### config.mk
export PLATFORM = sky130hd
export DESIGN_NAME = counting_semaphore_wait_stack_flat
export DESIGN_NICKNAME = d
export VERILOG_FILES = /design/src/rtl/csws_pkg.sv /design/src/rtl/csws_if.sv /design/src/rtl/counting_semaphore_wait_stack.sv /design/src/rtl/csws_cell.sv /design/src/flat_wrapper.sv
export VERILOG_INCLUDE_DIRS = /design/src /design/src/rtl
export SDC_FILE = /design/constraint.sdc
export NUM_CORES = 1
export LEC_CHECK = 0
export ABC_AREA = 1
export ABC_CLOCK_PERIOD_IN_PS = 9600
export BUFFER_PORTS_ARGS = -buffer_cell sky130_fd_sc_hd__buf_2
export CAP_MARGIN = 20
export CORE_MARGIN = 5
export CORE_UTILIZATION = 55
export CTS_CLUSTER_DIAMETER = 150
export DETAILED_ROUTE_END_ITERATION = 10
export GPL_ROUTABILITY_DRIVEN = 1
export HOLD_SLACK_MARGIN = 0.12
export PLACE_DENSITY = 0.73
export SLEW_MARGIN = 20
export SYNTH_ARGS = -nofsm -noshare
export SYNTH_HDL_FRONTEND = slang
export SYNTH_HIERARCHICAL = 1
export SYNTH_SLANG_ARGS = --single-unit
### constraint.sdc
create_clock -name clk -period 9.6 [get_ports clk]
set_input_delay 1.92 -clock clk [delete_from_list [all_inputs] [get_ports clk]]
set_output_delay 1.92 -clock clk [all_outputs]
set_load 0.01 [all_outputs]
### src/rtl/counting_semaphore_wait_stack_macros.svh
// Assertion helpers used by the semaphore RTL.
// Each macro expects clk and rst_n to exist in the enclosing module.
`ifndef COUNTING_SEMAPHORE_WAIT_STACK_MACROS_SVH
`define COUNTING_SEMAPHORE_WAIT_STACK_MACROS_SVH

// Condition must never be true outside reset
`define CSWS_ASSERT_NEVER(lbl, cond, msg) \
  lbl: assert property (@(posedge clk) disable iff (!rst_n) !(cond)) else $error(msg);

// Same-cycle implication
`define CSWS_ASSERT_IMP(lbl, ante, cons, msg) \
  lbl: assert property (@(posedge clk) disable iff (!rst_n) (ante) |-> (cons)) \
    else $error(msg);

// Next-cycle implication
`define CSWS_ASSERT_NXT(lbl, ante, cons, msg) \
  lbl: assert property (@(posedge clk) disable iff (!rst_n) (ante) |=> (cons)) \
    else $error(msg);

`endif

### src/rtl/csws_pkg.sv
`timescale 1ns / 1ps

package csws_pkg;

  // Payload field widths
  localparam int OP_W     = 1;
  localparam int PID_W    = 8;
  localparam int STATUS_W = 3;
  localparam int CFG_W    = 16;
  localparam int CFG_IDX_W = 2;

  // Parameter defaults
  localparam int WAIT_DEPTH_DEF = 16;
  localparam int PID_BITS_DEF   = 8;
  localparam int COUNT_BITS_DEF = 16;

  // Request kinds
  localparam logic [OP_W-1:0] OP_WAIT   = 1'b0;
  localparam logic [OP_W-1:0] OP_SIGNAL = 1'b1;

  // Result status codes
  localparam logic [STATUS_W-1:0] ST_GRANTED  = 3'd0;
  localparam logic [STATUS_W-1:0] ST_QUEUED   = 3'd1;
  localparam logic [STATUS_W-1:0] ST_SIGNALED = 3'd2;
  localparam logic [STATUS_W-1:0] ST_WOKE     = 3'd3;
  localparam logic [STATUS_W-1:0] ST_OVER_MAX = 3'd4;
  localparam logic [STATUS_W-1:0] ST_FULL     = 3'd5;

  // Configuration register indexes
  localparam logic [CFG_IDX_W-1:0] CFG_LOAD_COUNT  = 2'd0;
  localparam logic [CFG_IDX_W-1:0] CFG_COUNT_LIMIT = 2'd1;

  // Shift command broadcast to every stack cell
  typedef struct packed {
    logic push;
    logic pop;
  } shift_t;

endpackage

### src/rtl/csws_if.sv
`timescale 1ns / 1ps

// Request channel: wait or signal, tagged with a process id
interface csws_req_if;
  logic                          valid;
  logic                          ready;
  logic [csws_pkg::OP_W-1:0]     operation;
  logic [csws_pkg::PID_W-1:0]    pid;

  modport source (output valid, output operation, output pid, input ready);
  modport sink   (input valid, input operation, input pid, output ready);
endinterface

// Result channel: status and woken process id
interface csws_res_if;
  logic                          valid;
  logic                          ready;
  logic [csws_pkg::STATUS_W-1:0] status;
  logic [csws_pkg::PID_W-1:0]    woken_pid;

  modport source (output valid, output status, output woken_pid, input ready);
  modport sink   (input valid, input status, input woken_pid, output ready);
endinterface

### src/rtl/counting_semaphore_wait_stack.sv
`timescale 1ns / 1ps

// Counting semaphore with a LIFO waiter stack.
// in_req carries wait/signal requests with a process id; every accepted
// request yields exactly one transfer on out_res (status, woken_pid).
// The waiter stack is a row of WAIT_DEPTH cells; the top is always cell 0,
// and a push or pop shifts every cell one place toward or away from it.
// The result is registered, valid in the cycle after the request transfer.
// Throughput: one request per cycle while out_res is not stalled; the whole
// decision (count compare, stack shift) completes in the accepting cycle.
// A stalled receiver holds the result in the output register; in_req.ready
// drops only while that register is full and out_res.ready is low.
// cfg_we/cfg_index/cfg_wdata write the start count (loaded at once) and
// limit; the user must write only while the block is idle, unenforced.
// Reset (rst_n low, synchronous): count 0, limit 1, stack empty, no
// result pending. Stack entries are not cleared, only the depth is.
module counting_semaphore_wait_stack #(
  parameter int WAIT_DEPTH = csws_pkg::WAIT_DEPTH_DEF,
  parameter int PID_BITS   = csws_pkg::PID_BITS_DEF,
  parameter int COUNT_BITS = csws_pkg::COUNT_BITS_DEF
) (
  input  logic                                clk,
  input  logic                                rst_n,
  csws_req_if.sink                            in_req,
  csws_res_if.source                          out_res,
  input  logic                                cfg_we,
  input  logic [csws_pkg::CFG_IDX_W-1:0]      cfg_index,
  input  logic [csws_pkg::CFG_W-1:0]          cfg_wdata
);

  `include "counting_semaphore_wait_stack_macros.svh"

  localparam int DEPTH_W = $clog2(WAIT_DEPTH + 1);
  localparam int CMP_W   = (COUNT_BITS > csws_pkg::CFG_W) ? COUNT_BITS : csws_pkg::CFG_W;

  logic [COUNT_BITS-1:0]          count_r, count_nxt;
  logic [csws_pkg::CFG_W-1:0]     limit_r;
  logic [DEPTH_W-1:0]             depth_r, depth_nxt;
  logic                           out_valid_r;
  logic [csws_pkg::STATUS_W-1:0]  status_r, status_nxt;
  logic [csws_pkg::PID_W-1:0]     woken_r, woken_nxt;

  logic                           in_ready;
  logic                           acc;
  logic [PID_BITS-1:0]            pid_in;
  logic                           stack_full;
  logic                           can_inc;
  csws_pkg::shift_t               shift;
  logic [PID_BITS-1:0]            cell_q [WAIT_DEPTH];

  // Output register frees up when empty or being drained
  assign in_ready      = !out_valid_r || out_res.ready;
  assign in_req.ready  = in_ready;
  assign acc           = in_req.valid && in_ready;
  assign pid_in        = PID_BITS'(in_req.pid);

  assign stack_full = (depth_r == DEPTH_W'(WAIT_DEPTH));
  assign can_inc    = (CMP_W'(count_r) < CMP_W'(limit_r)) && (count_r != '1);

  // Request decision
  always_comb begin
    count_nxt  = count_r;
    depth_nxt  = depth_r;
    shift      = '0;
    status_nxt = csws_pkg::ST_OVER_MAX;
    woken_nxt  = '0;
    if (in_req.operation == csws_pkg::OP_WAIT) begin
      if (count_r != '0) begin
        count_nxt  = count_r - COUNT_BITS'(1);
        status_nxt = csws_pkg::ST_GRANTED;
      end else if (!stack_full) begin
        shift.push = acc;
        depth_nxt  = depth_r + DEPTH_W'(1);
        status_nxt = csws_pkg::ST_QUEUED;
      end else begin
        status_nxt = csws_pkg::ST_FULL;
      end
    end else if (can_inc) begin
      count_nxt = count_r + COUNT_BITS'(1);
      if (depth_r != '0) begin
        shift.pop  = acc;
        depth_nxt  = depth_r - DEPTH_W'(1);
        status_nxt = csws_pkg::ST_WOKE;
        woken_nxt  = csws_pkg::PID_W'(cell_q[0]);
      end else begin
        status_nxt = csws_pkg::ST_SIGNALED;
      end
    end
  end

  // Waiter stack: chain of cells, top at index 0
  for (genvar i = 0; i < WAIT_DEPTH; i++) begin : g_cell
    logic [PID_BITS-1:0] above;
    logic [PID_BITS-1:0] below;
    if (i == 0) begin : g_top
      assign above = pid_in;
    end else begin : g_mid
      assign above = cell_q[i-1];
    end
    if (i == WAIT_DEPTH - 1) begin : g_bot
      assign below = '0;
    end else begin : g_inner
      assign below = cell_q[i+1];
    end
    csws_cell #(
      .PID_BITS (PID_BITS)
    ) u_cell (
      .clk        (clk),
      .shift      (shift),
      .from_above (above),
      .from_below (below),
      .pid_r      (cell_q[i])
    );
  end

  // Control state and configuration
  always_ff @(posedge clk) begin
    if (!rst_n) begin
      count_r     <= '0;
      limit_r     <= csws_pkg::CFG_W'(1);
      depth_r     <= '0;
      out_valid_r <= 1'b0;
    end else begin
      if (cfg_we && cfg_index == csws_pkg::CFG_LOAD_COUNT) begin
        count_r <= COUNT_BITS'(cfg_wdata);
      end else if (acc) begin
        count_r <= count_nxt;
      end
      if (cfg_we && cfg_index == csws_pkg::CFG_COUNT_LIMIT) begin
        limit_r <= cfg_wdata;
      end
      if (acc) begin
        depth_r <= depth_nxt;
      end
      if (acc) begin
        out_valid_r <= 1'b1;
      end else if (out_res.ready) begin
        out_valid_r <= 1'b0;
      end
    end
  end

  // Result payload
  always_ff @(posedge clk) begin
    if (acc) begin
      status_r <= status_nxt;
      woken_r  <= woken_nxt;
    end
  end

  assign out_res.valid     = out_valid_r;
  assign out_res.status    = status_r;
  assign out_res.woken_pid = woken_r;

  // Checks
  `CSWS_ASSERT_NEVER(a_depth_bound, depth_r > DEPTH_W'(WAIT_DEPTH),
    "waiter depth over capacity")
  `CSWS_ASSERT_NXT(a_acc_result, acc, out_valid_r, "accepted request left no result")
  `CSWS_ASSERT_NXT(a_push_depth, acc && status_nxt == csws_pkg::ST_QUEUED,
    depth_r == DEPTH_W'($past(depth_r) + DEPTH_W'(1)),
    "queued wait did not grow the stack")
  `CSWS_ASSERT_IMP(a_woke_nonempty, acc && status_nxt == csws_pkg::ST_WOKE,
    depth_r != '0, "woke a waiter from an empty stack")
  `CSWS_ASSERT_NXT(a_overmax_hold,
    acc && !cfg_we && status_nxt == csws_pkg::ST_OVER_MAX,
    $stable(count_r) && $stable(depth_r), "over-max signal changed state")

endmodule

### src/rtl/csws_cell.sv
`timescale 1ns / 1ps

// One slot of the waiter stack. On push it takes the id from the cell above
// (closer to the top), on pop it takes the id from the cell below.
module csws_cell #(
  parameter int PID_BITS = csws_pkg::PID_BITS_DEF
) (
  input  logic                 clk,
  input  csws_pkg::shift_t     shift,
  input  logic [PID_BITS-1:0]  from_above,
  input  logic [PID_BITS-1:0]  from_below,
  output logic [PID_BITS-1:0]  pid_r
);

  logic [PID_BITS-1:0] pid_nxt;

  always_comb begin
    pid_nxt = pid_r;
    if (shift.push) begin
      pid_nxt = from_above;
    end else if (shift.pop) begin
      pid_nxt = from_below;
    end
  end

  // Stack contents need no reset
  always_ff @(posedge clk) begin
    pid_r <= pid_nxt;
  end

endmodule
### src/flat_wrapper.sv
// flat-port wrapper written by rule: the top's interface ports become plain ports
module counting_semaphore_wait_stack_flat 
#(
  parameter int WAIT_DEPTH = csws_pkg::WAIT_DEPTH_DEF,
  parameter int PID_BITS   = csws_pkg::PID_BITS_DEF,
  parameter int COUNT_BITS = csws_pkg::COUNT_BITS_DEF
)
  (clk, rst_n, cfg_we, cfg_index, cfg_wdata, in_req_valid, in_req_operation, in_req_pid, in_req_ready, out_res_valid, out_res_status, out_res_woken_pid, out_res_ready);
  csws_req_if in_req_i ();
  csws_res_if out_res_i ();
  input  logic clk;
  input  logic rst_n;
  input  logic cfg_we;
  input  logic [csws_pkg::CFG_IDX_W-1:0] cfg_index;
  input  logic [csws_pkg::CFG_W-1:0] cfg_wdata;
  input wire logic [$bits(in_req_i.valid)-1:0] in_req_valid;
  input wire logic [$bits(in_req_i.operation)-1:0] in_req_operation;
  input wire logic [$bits(in_req_i.pid)-1:0] in_req_pid;
  output wire logic [$bits(in_req_i.ready)-1:0] in_req_ready;
  output wire logic [$bits(out_res_i.valid)-1:0] out_res_valid;
  output wire logic [$bits(out_res_i.status)-1:0] out_res_status;
  output wire logic [$bits(out_res_i.woken_pid)-1:0] out_res_woken_pid;
  input wire logic [$bits(out_res_i.ready)-1:0] out_res_ready;
  assign in_req_i.valid = in_req_valid;
  assign in_req_i.operation = in_req_operation;
  assign in_req_i.pid = in_req_pid;
  assign in_req_ready = in_req_i.ready;
  assign out_res_valid = out_res_i.valid;
  assign out_res_status = out_res_i.status;
  assign out_res_woken_pid = out_res_i.woken_pid;
  assign out_res_i.ready = out_res_ready;
  counting_semaphore_wait_stack #(.WAIT_DEPTH(WAIT_DEPTH), .PID_BITS(PID_BITS), .COUNT_BITS(COUNT_BITS)) u_core (.clk(clk), .rst_n(rst_n), .in_req(in_req_i), .out_res(out_res_i), .cfg_we(cfg_we), .cfg_index(cfg_index), .cfg_wdata(cfg_wdata));
endmodule
==> metrics.csv, run 1 <==
metric,value,unit
die_w,138,µm
hold_path_startpoint,u_core/limit_r[1],
worst_r2r_endpoint,u_core/g_cell[15].u_cell/pid_r[2],
cts_htree_levels,4,
die_y,138,µm
port_buffers,44,
syn_avg_cell_area,8.53,µm²
rr_worst_depth,8,
crit_top_cell,buf_4,
critPathArrivalTime,4900,ps
crit_path_top_delay_cell,buf_4,
min_period,4820,ps
tritoncts,done,
worst_pin_slew,880,ps
clk_path_buf_depth,2,
nFillCells,1426,
final_common_cell,nand2_1,
required,9690,ps
rsz0062_at_grt,false,
wl_per_cell,14.4,µm
gp_congestion,0.857,
criticalPathCategory,in2reg,
holdWs,458,ps
cts_sinks,177,
report.final.setup_viol,0,
ys.flop_type,edfxtp_1,
cp_max_fo,92,
min_period_over_period,50.2,%
clock_latency,430,ps
slew_viol_final,0,
syn_area,9040,µm²
antenna_found_initial,0,
gr-total-overflow,0,
numCtsBuffers,17,
start_kind,input pin,
synth_top_area_share,46.1,%
rows,46,
cts-root-buf,clkbuf_16,
core_area,16000,µm²
cts_resized,0,
path_buf_inv,4,
io_pins,45,
grt_pass1_wl,31.6,mm
fmax,0.208,GHz
drv_cap,0,
dpl_cell_area,9350,µm²
globalRouteTotalUtil,20.1,%
seq_area_frac_synth,54.6,%
synthCells,1060,
area_delta_synth_final,10.3,%
finalSetupTns,0,ps
avgViaCountPerCell,5.21,
relSlewSlack,41.3,%
fin_area,9970,µm²
yosys_warnings,6,
first_global_vias,6557,
drive_above_1_share,9.03,%
hpwl,13.7,mm
routed_wl,19.2,mm
timing.rr.start,u_core/out_res.valid,
dieArea,19100,µm²
multiInputGateArea,3630,µm²
synth_edf_count,139,
cts_hold_buf,0,
drc,0,
end_kind,register,
mostFrequentLayoutCells,"516 x nand2_1, 139 x edfxtp_1, 53 x inv_1, 53 x a21oi_1, 49 x nor2_1",
grt_max_degree,93,
slowest_delay,760,ps
cts_setup_buffers,0,
start_util,56.5,%
skew,8.46,ps
async_flop_share,0,%
synth_cell_types,32,
cp_cell_sequence,buf_2 > inv_1 > nand3_1 > nor2_4 > buf_4 > buf_4 > or2_1,
crit_family,buffers and inverters,
yosysTopAreaCell,edfxtp_1,
drtIter0Drc,502,
vias,6961,
path_clk_slew,60,ps
status,"complete, no violations",
dr.pass1.iters,5,
hold_end,u_core/limit_r[1],
power_leakage,4.46,nW
holdPathStages,2,
ys_ff_latch,177,
ant_nets,0,
hp-class,reg2reg,
antenna_cells,0,
yosys-top-cells-area,"edfxtp_1 46%, nand2_1 21%, dfxtp_1 8.4%",
r2r_setup_slack,6150,ps
num-nets-final,1172,
power.density,244,nW/µm²
seq_area,4930,µm²
peakVddDrop,0.000146,V
hold_viol_final,0,
[synthesized netlist by cell type (3+ instances only)]
cell	count
nor2_1	50
buf_6	17
inv_1	53
nor3_1	3
o21ai_0	34
a21oi_1	53
ha_1	32
nand2_1	516
inv_2	18
edfxtp_1	139
xor2_1	4
or2_1	16
nand3_1	44
clkbuf_1	9
nand4_1	7
dfxtp_1	38
xnor2_1	7
[worst min-delay path, cell delays in order (launching register included)]
cell     delay (ps)
dfxtp_1         300
inv_1            60
a21oi_1          60
[where the power goes]
group          total, mW  internal [mW]  switching [mW]
registers           1.10           1.01          0.0874
clock network      0.728          0.439           0.289
logic              0.608          0.205           0.403
[metal layers]
| metal | GRT usage [%] | vias up | wire length [µm] |
|---|---|---|---|
| met5 | 0 | - | 0 |
| met4 | 5.30 | 0 | 266 |
| met3 | 3.03 | 25 | 740 |
| met2 | 33.9 | 179 | 9210 |
| met1 | 27.2 | 3229 | 9010 |
| li1 | - | 3528 | - |
[how the worst max path moves through the flow]
stage | start | end | depth (start not counted)
global placement | in_req_operation | u_core/g_cell[12].u_cell/pid_r[3] | 7
finish | in_req_operation | u_core/g_cell[15].u_cell/pid_r[2] | 7
floorplan | out_res_ready | u_core/g_cell[0].u_cell/pid_r[0] | 8
global route | in_req_operation | u_core/g_cell[9].u_cell/pid_r[2] | 7
detailed placement | in_req_operation | u_core/g_cell[15].u_cell/pid_r[6] | 7
CTS | in_req_operation | u_core/g_cell[15].u_cell/pid_r[2] | 7
[sequential cells by signal, indices dropped and copies added, names as in the netlist]
signal / flops
u_core/out_res.valid: 1
u_core/g_cell.u_cell/pid_r: 128
u_core/out_res.status: 3
u_core/limit_r: 16
u_core/depth_r: 5
u_core/count_r: 16
u_core/out_res.woken_pid: 8
[per-stage QoR]
step | setup slack [ps] | power [mW] | utilization, % | instances
2_1_floorplan | 5220 | 1.56 | - | 1067
3_3_place_gp | 4440 | 1.70 | 58.5 | 1303
3_5_place_dp | 4360 | 1.71 | 58.5 | 1303
4_1_cts | 4790 | 2.44 | 62.3 | 1335
5_1_grt | 4530 | 2.58 | 62.3 | 1335
6_report | 4780 | 2.44 | 62.3 | 1335
[cells by family after synthesis]
kind of cell	share of synthesized area [%]
and+or+nand+nor	28.7
DFF	54.6
buffers and inverters	5.70
AOI/OAI and AO/OA	5.06
adders and majority gates	4.87
xor gates and xnor gates	1.07
other	0.0415
[final cells by class]
type / instances / area share, %
Sequential cell: 177 / 49.5
Multi-Input combinational cell: 790 / 36.4
Clock buffer: 21 / 4.42
Inverter: 72 / 2.71
Tap cell: 216 / 2.71
Timing Repair Buffer: 48 / 2.51
Clock inverter: 11 / 1.81
Note: power is estimated with default switching activity, not from simulation.
==> inputs of run 2 (changes only) <==
- ABC_CLOCK_PERIOD_IN_PS: 9600 -> 4300
- PLACE_DENSITY: 0.73 -> 0.76
- clock period: 9.6 -> 4.3 ns (I/O delays scaled with it)
==> run 2 against run 1 <==
  * Largest power group unchanged
  * Global-route usage decreased by 0.46 points
  * Routed wire length decreased by 1.6%
  * Count of clock-buffer cells in the layout decreased by 4
  * Design area increased by 0.40%
  * Clock skew increased by 9.6 ps
  * Combinational power increased by 130%
  * Clock power increased by 110%
  * Hold slack improved by 2.9 ps
  * Power increased by 120%
  * Cell count increased by 0.60%
  * Non-clock buffer count increased by 8
  * Critical path depth increased by 1
==> metrics.csv, run 2 (synthesized netlist as in run 1, its figures left out) <==
metric,value,unit
first_global_vias,6610,
min_period_over_period,70.3,%
antenna_found_initial,0,
fmax,0.331,GHz
clk_path_buf_depth,2,
finalSetupTns,0,ps
dp.cells,1311,
holdPathStages,2,
critPathArrivalTime,3320,ps
hp-class,reg2reg,
tritoncts,done,
cp_cell_sequence,buf_2 > inv_1 > nand3_1 > nor2_4 > buf_4 > buf_4 > nand2_1 > nand2_1,
relSlewSlack,43.8,%
drive_above_1_share,10.0,%
io_pins,45,
required,4600,ps
avgViaCountPerCell,5.24,
num-nets-final,1180,
cts_setup_buffers,0,
peakVddDrop,0.000394,V
criticalPathCategory,in2reg,
rsz0062_at_grt,false,
skew,18.0,ps
drtIter0Drc,621,
end_kind,register,
cts_sinks,177,
crit_path_top_delay_cell,nor2_4,
vias,7043,
path_clk_slew,70,ps
min_period,3020,ps
cts_resized,0,
dr.pass1.iters,5,
power_leakage,4.51,nW
port_buffers,44,
wl_per_cell,14.1,µm
hpwl,13.7,mm
largest_reg_flops,128,
final_common_cell,nand2_1,
cts_htree_levels,4,
grt_max_degree,41,
antenna_cells,0,
numCtsBuffers,17,
power.density,537,nW/µm²
top_regs,"u_core/g_cell.u_cell/pid_r x128, u_core/count_r x16, u_core/limit_r x16",
rows,46,
core_area,16000,µm²
cts_hold_buf,0,
die_w,138,µm
area_delta_synth_final,10.7,%
ant_nets,0,
rr_worst_depth,9,
report.final.setup_viol,0,
holdWs,460,ps
hold_viol_final,0,
routed_wl,18.9,mm
slew_viol_final,0,
final_cells,1343,
die_y,138,µm
regMostFlops,u_core/g_cell.u_cell/pid_r,
start_kind,input pin,
slowest_delay,670,ps
drv_cap,0,
drc,0,
clock_latency,440,ps
worst_pin_slew,842,ps
start_util,56.5,%
gr-total-overflow,0,
cp_max_fo,40,
gp_congestion,0.909,
dieArea,19100,µm²
status,"complete, no violations",
mostFrequentLayoutCells,"516 x nand2_1, 139 x edfxtp_1, 53 x inv_1, 53 x a21oi_1, 49 x nor2_1",
grt_pass1_wl,31.0,mm
globalRouteTotalUtil,19.6,%
cts-root-buf,clkbuf_16,
[run 2: area by class of cell]
class                   count  area [µm²]
flip-flops and latches    177        4930
inverters                  72         270
multi-input cells         790        3630
clock inverters            15         175
well taps                 216         270
repair buffers             56         310
fillers                  1399        5990
clock buffers              17         425
[run 2: per-stage QoR]
stage                     worst slack (ps)  power [mW]  util [%]  cell area [µm²]
final                                 1280        5.37      62.6            10000
after CTS                             1310        5.39      62.6            10000
after global routing                  1070        5.70      62.6            10000
after detailed placement               857        3.84      58.8             9410
after global placement                 920        3.79      58.8             9410
after floorplan                        977        3.48         -             9070
[run 2: report_power, final]
part | internal, mW | switching, mW | leakage (nW)
Combinational | 0.465 | 0.903 | 2.63
Clock | 0.795 | 0.760 | 0.292
Sequential | 2.26 | 0.196 | 1.58
[run 2: worst paths after layout]
| check | from | end | slack [ps] |
|---|---|---|---|
| setup / recovery | in_req_operation | u_core/g_cell[12].u_cell/pid_r[0] | 1280 |
| hold / removal | u_core/limit_r[2] | u_core/limit_r[2] | 460 |
| setup reg to reg | u_core/count_r[8] | u_core/g_cell[12].u_cell/pid_r[0] | 1610 |
| hold reg to reg | u_core/limit_r[2] | u_core/limit_r[2] | 460 |
[run 2: per-layer routing]
metal	up-vias	track usage, %	wire length, µm
li1	3543	-	-
met1	3273	26.2	8580
met2	198	32.6	9110
met3	29	4.07	927
met4	0	5.67	293
met5	-	0	0
[run 2: critical path: cells and delay by family]
family	cells	cell delay, ps
and+or+nand+nor	4	1110
buffers and inverters	4	1330
==> inputs of run 3 (changes only) <==
- ABC_CLOCK_PERIOD_IN_PS: 4300 -> 3000
- PLACE_DENSITY: 0.76 -> 0.73
- clock period: 4.3 -> 3 ns (I/O delays scaled with it)
==> run 3 against run 2 <==
  * Global-route usage is 0.83 points higher
  * Sequential power is 43% higher
  * Clock skew is 7.2 ps lower
  * Count of clock-buffer cells in the layout stayed put
  * Register-to-register slack worse by 1300 ps
  * Sequential share of layout area is 0.15 points lower
  * Sequential cell count stayed put
  * Design area is 0.31% higher
  * First-iteration DRC count is 14% lower
  * Hold slack worse by 56 ps
  * Cell count is 0.15% higher
  * Highest routed layer unchanged
==> metrics.csv, run 3 (synthesized netlist as in run 1, its figures left out) <==
metric,value,unit
status,"complete, no violations",
fmax,0.377,GHz
largest_reg_flops,128,
min_period_over_period,88.3,%
gr-total-overflow,0,
relSlewSlack,43.8,%
cts-root-buf,clkbuf_16,
cts_setup_buffers,0,
area_delta_synth_final,11.1,%
dieArea,19100,µm²
clock_latency,440,ps
rows,46,
start_kind,register,
hpwl,13.6,mm
hold_viol_final,0,
antenna_found_initial,0,
path_buf_inv,1,
routed_wl,18.9,mm
antenna_cells,0,
worst_r2r_endpoint,u_core/g_cell[8].u_cell/pid_r[3],
first_global_vias,6682,
drive_above_1_share,10.2,%
min_period,2650,ps
peakVddDrop,0.000516,V
total_power,7.68,mW
ant_nets,0,
cts_sinks,177,
dpl_cell_area,9470,µm²
timing.rr.start,u_core/count_r[5],
hp-class,in2reg,
required,3090,ps
rr_worst_depth,10,
cp_max_fo,16,
report.final.setup_viol,0,
io_pins,45,
wl_per_cell,14.1,µm
slowest_delay,430,ps
end_kind,register,
avgViaCountPerCell,5.20,
regMostFlops,u_core/g_cell.u_cell/pid_r,
globalRouteTotalUtil,20.4,%
crit_path_top_delay_cell,dfxtp_1,
start_util,56.5,%
core_area,16000,µm²
criticalPathCategory,reg2reg,
die_w,138,µm
cts_resized,0,
vias,6997,
holdWs,404,ps
clk_path_buf_depth,2,
worst_pin_slew,842,ps
final_cells,1345,
die_y,138,µm
finalSetupTns,0,ps
crit_family,simple AND/OR/NAND/NOR gates,
gp_congestion,0.960,
r2r_setup_slack,350,ps
drc,0,
dp.cells,1313,
rsz0062_at_grt,false,
numCtsBuffers,17,
tritoncts,done,
num-nets-final,1182,
path_clk_slew,70,ps
slew_viol_final,0,
crit_top_cell,nor2_1,
worst-path-stages,10,
power.density,765,nW/µm²
drv_cap,0,
critPathArrivalTime,2740,ps
skew,10.8,ps
power_leakage,4.52,nW
dr.pass1.iters,5,
crit_start,u_core/count_r[5],
port_buffers,44,
cts_hold_buf,0,
top_regs,"u_core/g_cell.u_cell/pid_r x128, u_core/count_r x16, u_core/limit_r x16",
mostFrequentLayoutCells,"516 x nand2_1, 139 x edfxtp_1, 53 x inv_1, 53 x a21oi_1, 49 x nor2_1",
cp_cell_sequence,ha_1 > a21oi_1 > nor2_1 > nor3_1 > nand2_1 > nand2_2 > nand3_2 > nor2_1 > buf_4 > or2_1,
fin_area,10000,µm²
cts_htree_levels,4,
final_common_cell,nand2_1,
drtIter0Drc,534,
grt_max_degree,47,
endpoint,u_core/g_cell[8].u_cell/pid_r[3],
grt_pass1_wl,32.1,mm
==> run 3: area by class of cell <==
cell class / instances / area, µm²
clock inverters: 15 / 154
flip-flops and latches: 177 / 4930
repair buffers: 58 / 363
fillers: 1400 / 5950
well taps: 216 / 270
inverters: 72 / 270
multi-input cells: 790 / 3630
clock buffers: 17 / 425
==> run 3: stage by stage <==
stage | util [%] | setup WS (ps)
after global routing | 62.8 | 61.0
after detailed placement | 59.2 | 263
after floorplan | - | 291
after global placement | 59.2 | 328
final | 62.8 | 351
after CTS | 62.8 | 315
==> run 3: worst reg2reg max path, delay by kind of cell, from the launching register on <==
family | cells | cell delay [ps]
adder cells (fa/ha/maj) | 1 | 280
flip-flops | 1 | 430
buffers and inverters | 1 | 200
AND/OR/NAND/NOR | 7 | 1230
AO/OA/AOI/OAI | 1 | 160
==> run 3: per-layer routing <==
metal	wire length (µm)	up-vias	track usage (%)	part of all wire, %
met5	0	-	0	0
met4	317	0	5.93	1.7
met3	993	26	4.79	5.2
met2	8700	187	32.7	46
met1	8900	3230	28.0	47
li1	-	3554	-	-
==> run 3: power by group <==
| group | internal [mW] | total [mW] | switching [mW] |
|---|---|---|---|
| clock | 1.12 | 2.19 | 1.07 |
| combinational | 0.686 | 1.99 | 1.30 |
| sequential | 3.23 | 3.50 | 0.267 |
==> run 3: how the worst min path moves through the flow <==
| stage | startpoint | end | slack, ps | cells after the start |
|---|---|---|---|---|
| after floorplan | u_core/limit_r[0] | u_core/limit_r[0] | 430 | 2 |
| after global placement | u_core/limit_r[13] | u_core/limit_r[13] | 440 | 2 |
| after detailed placement | u_core/limit_r[15] | u_core/limit_r[15] | 450 | 2 |
| after CTS | cfg_wdata[0] | u_core/limit_r[0] | 380 | 3 |
| after global routing | cfg_wdata[0] | u_core/limit_r[0] | 410 | 3 |
| final | cfg_wdata[0] | u_core/limit_r[0] | 400 | 3 |
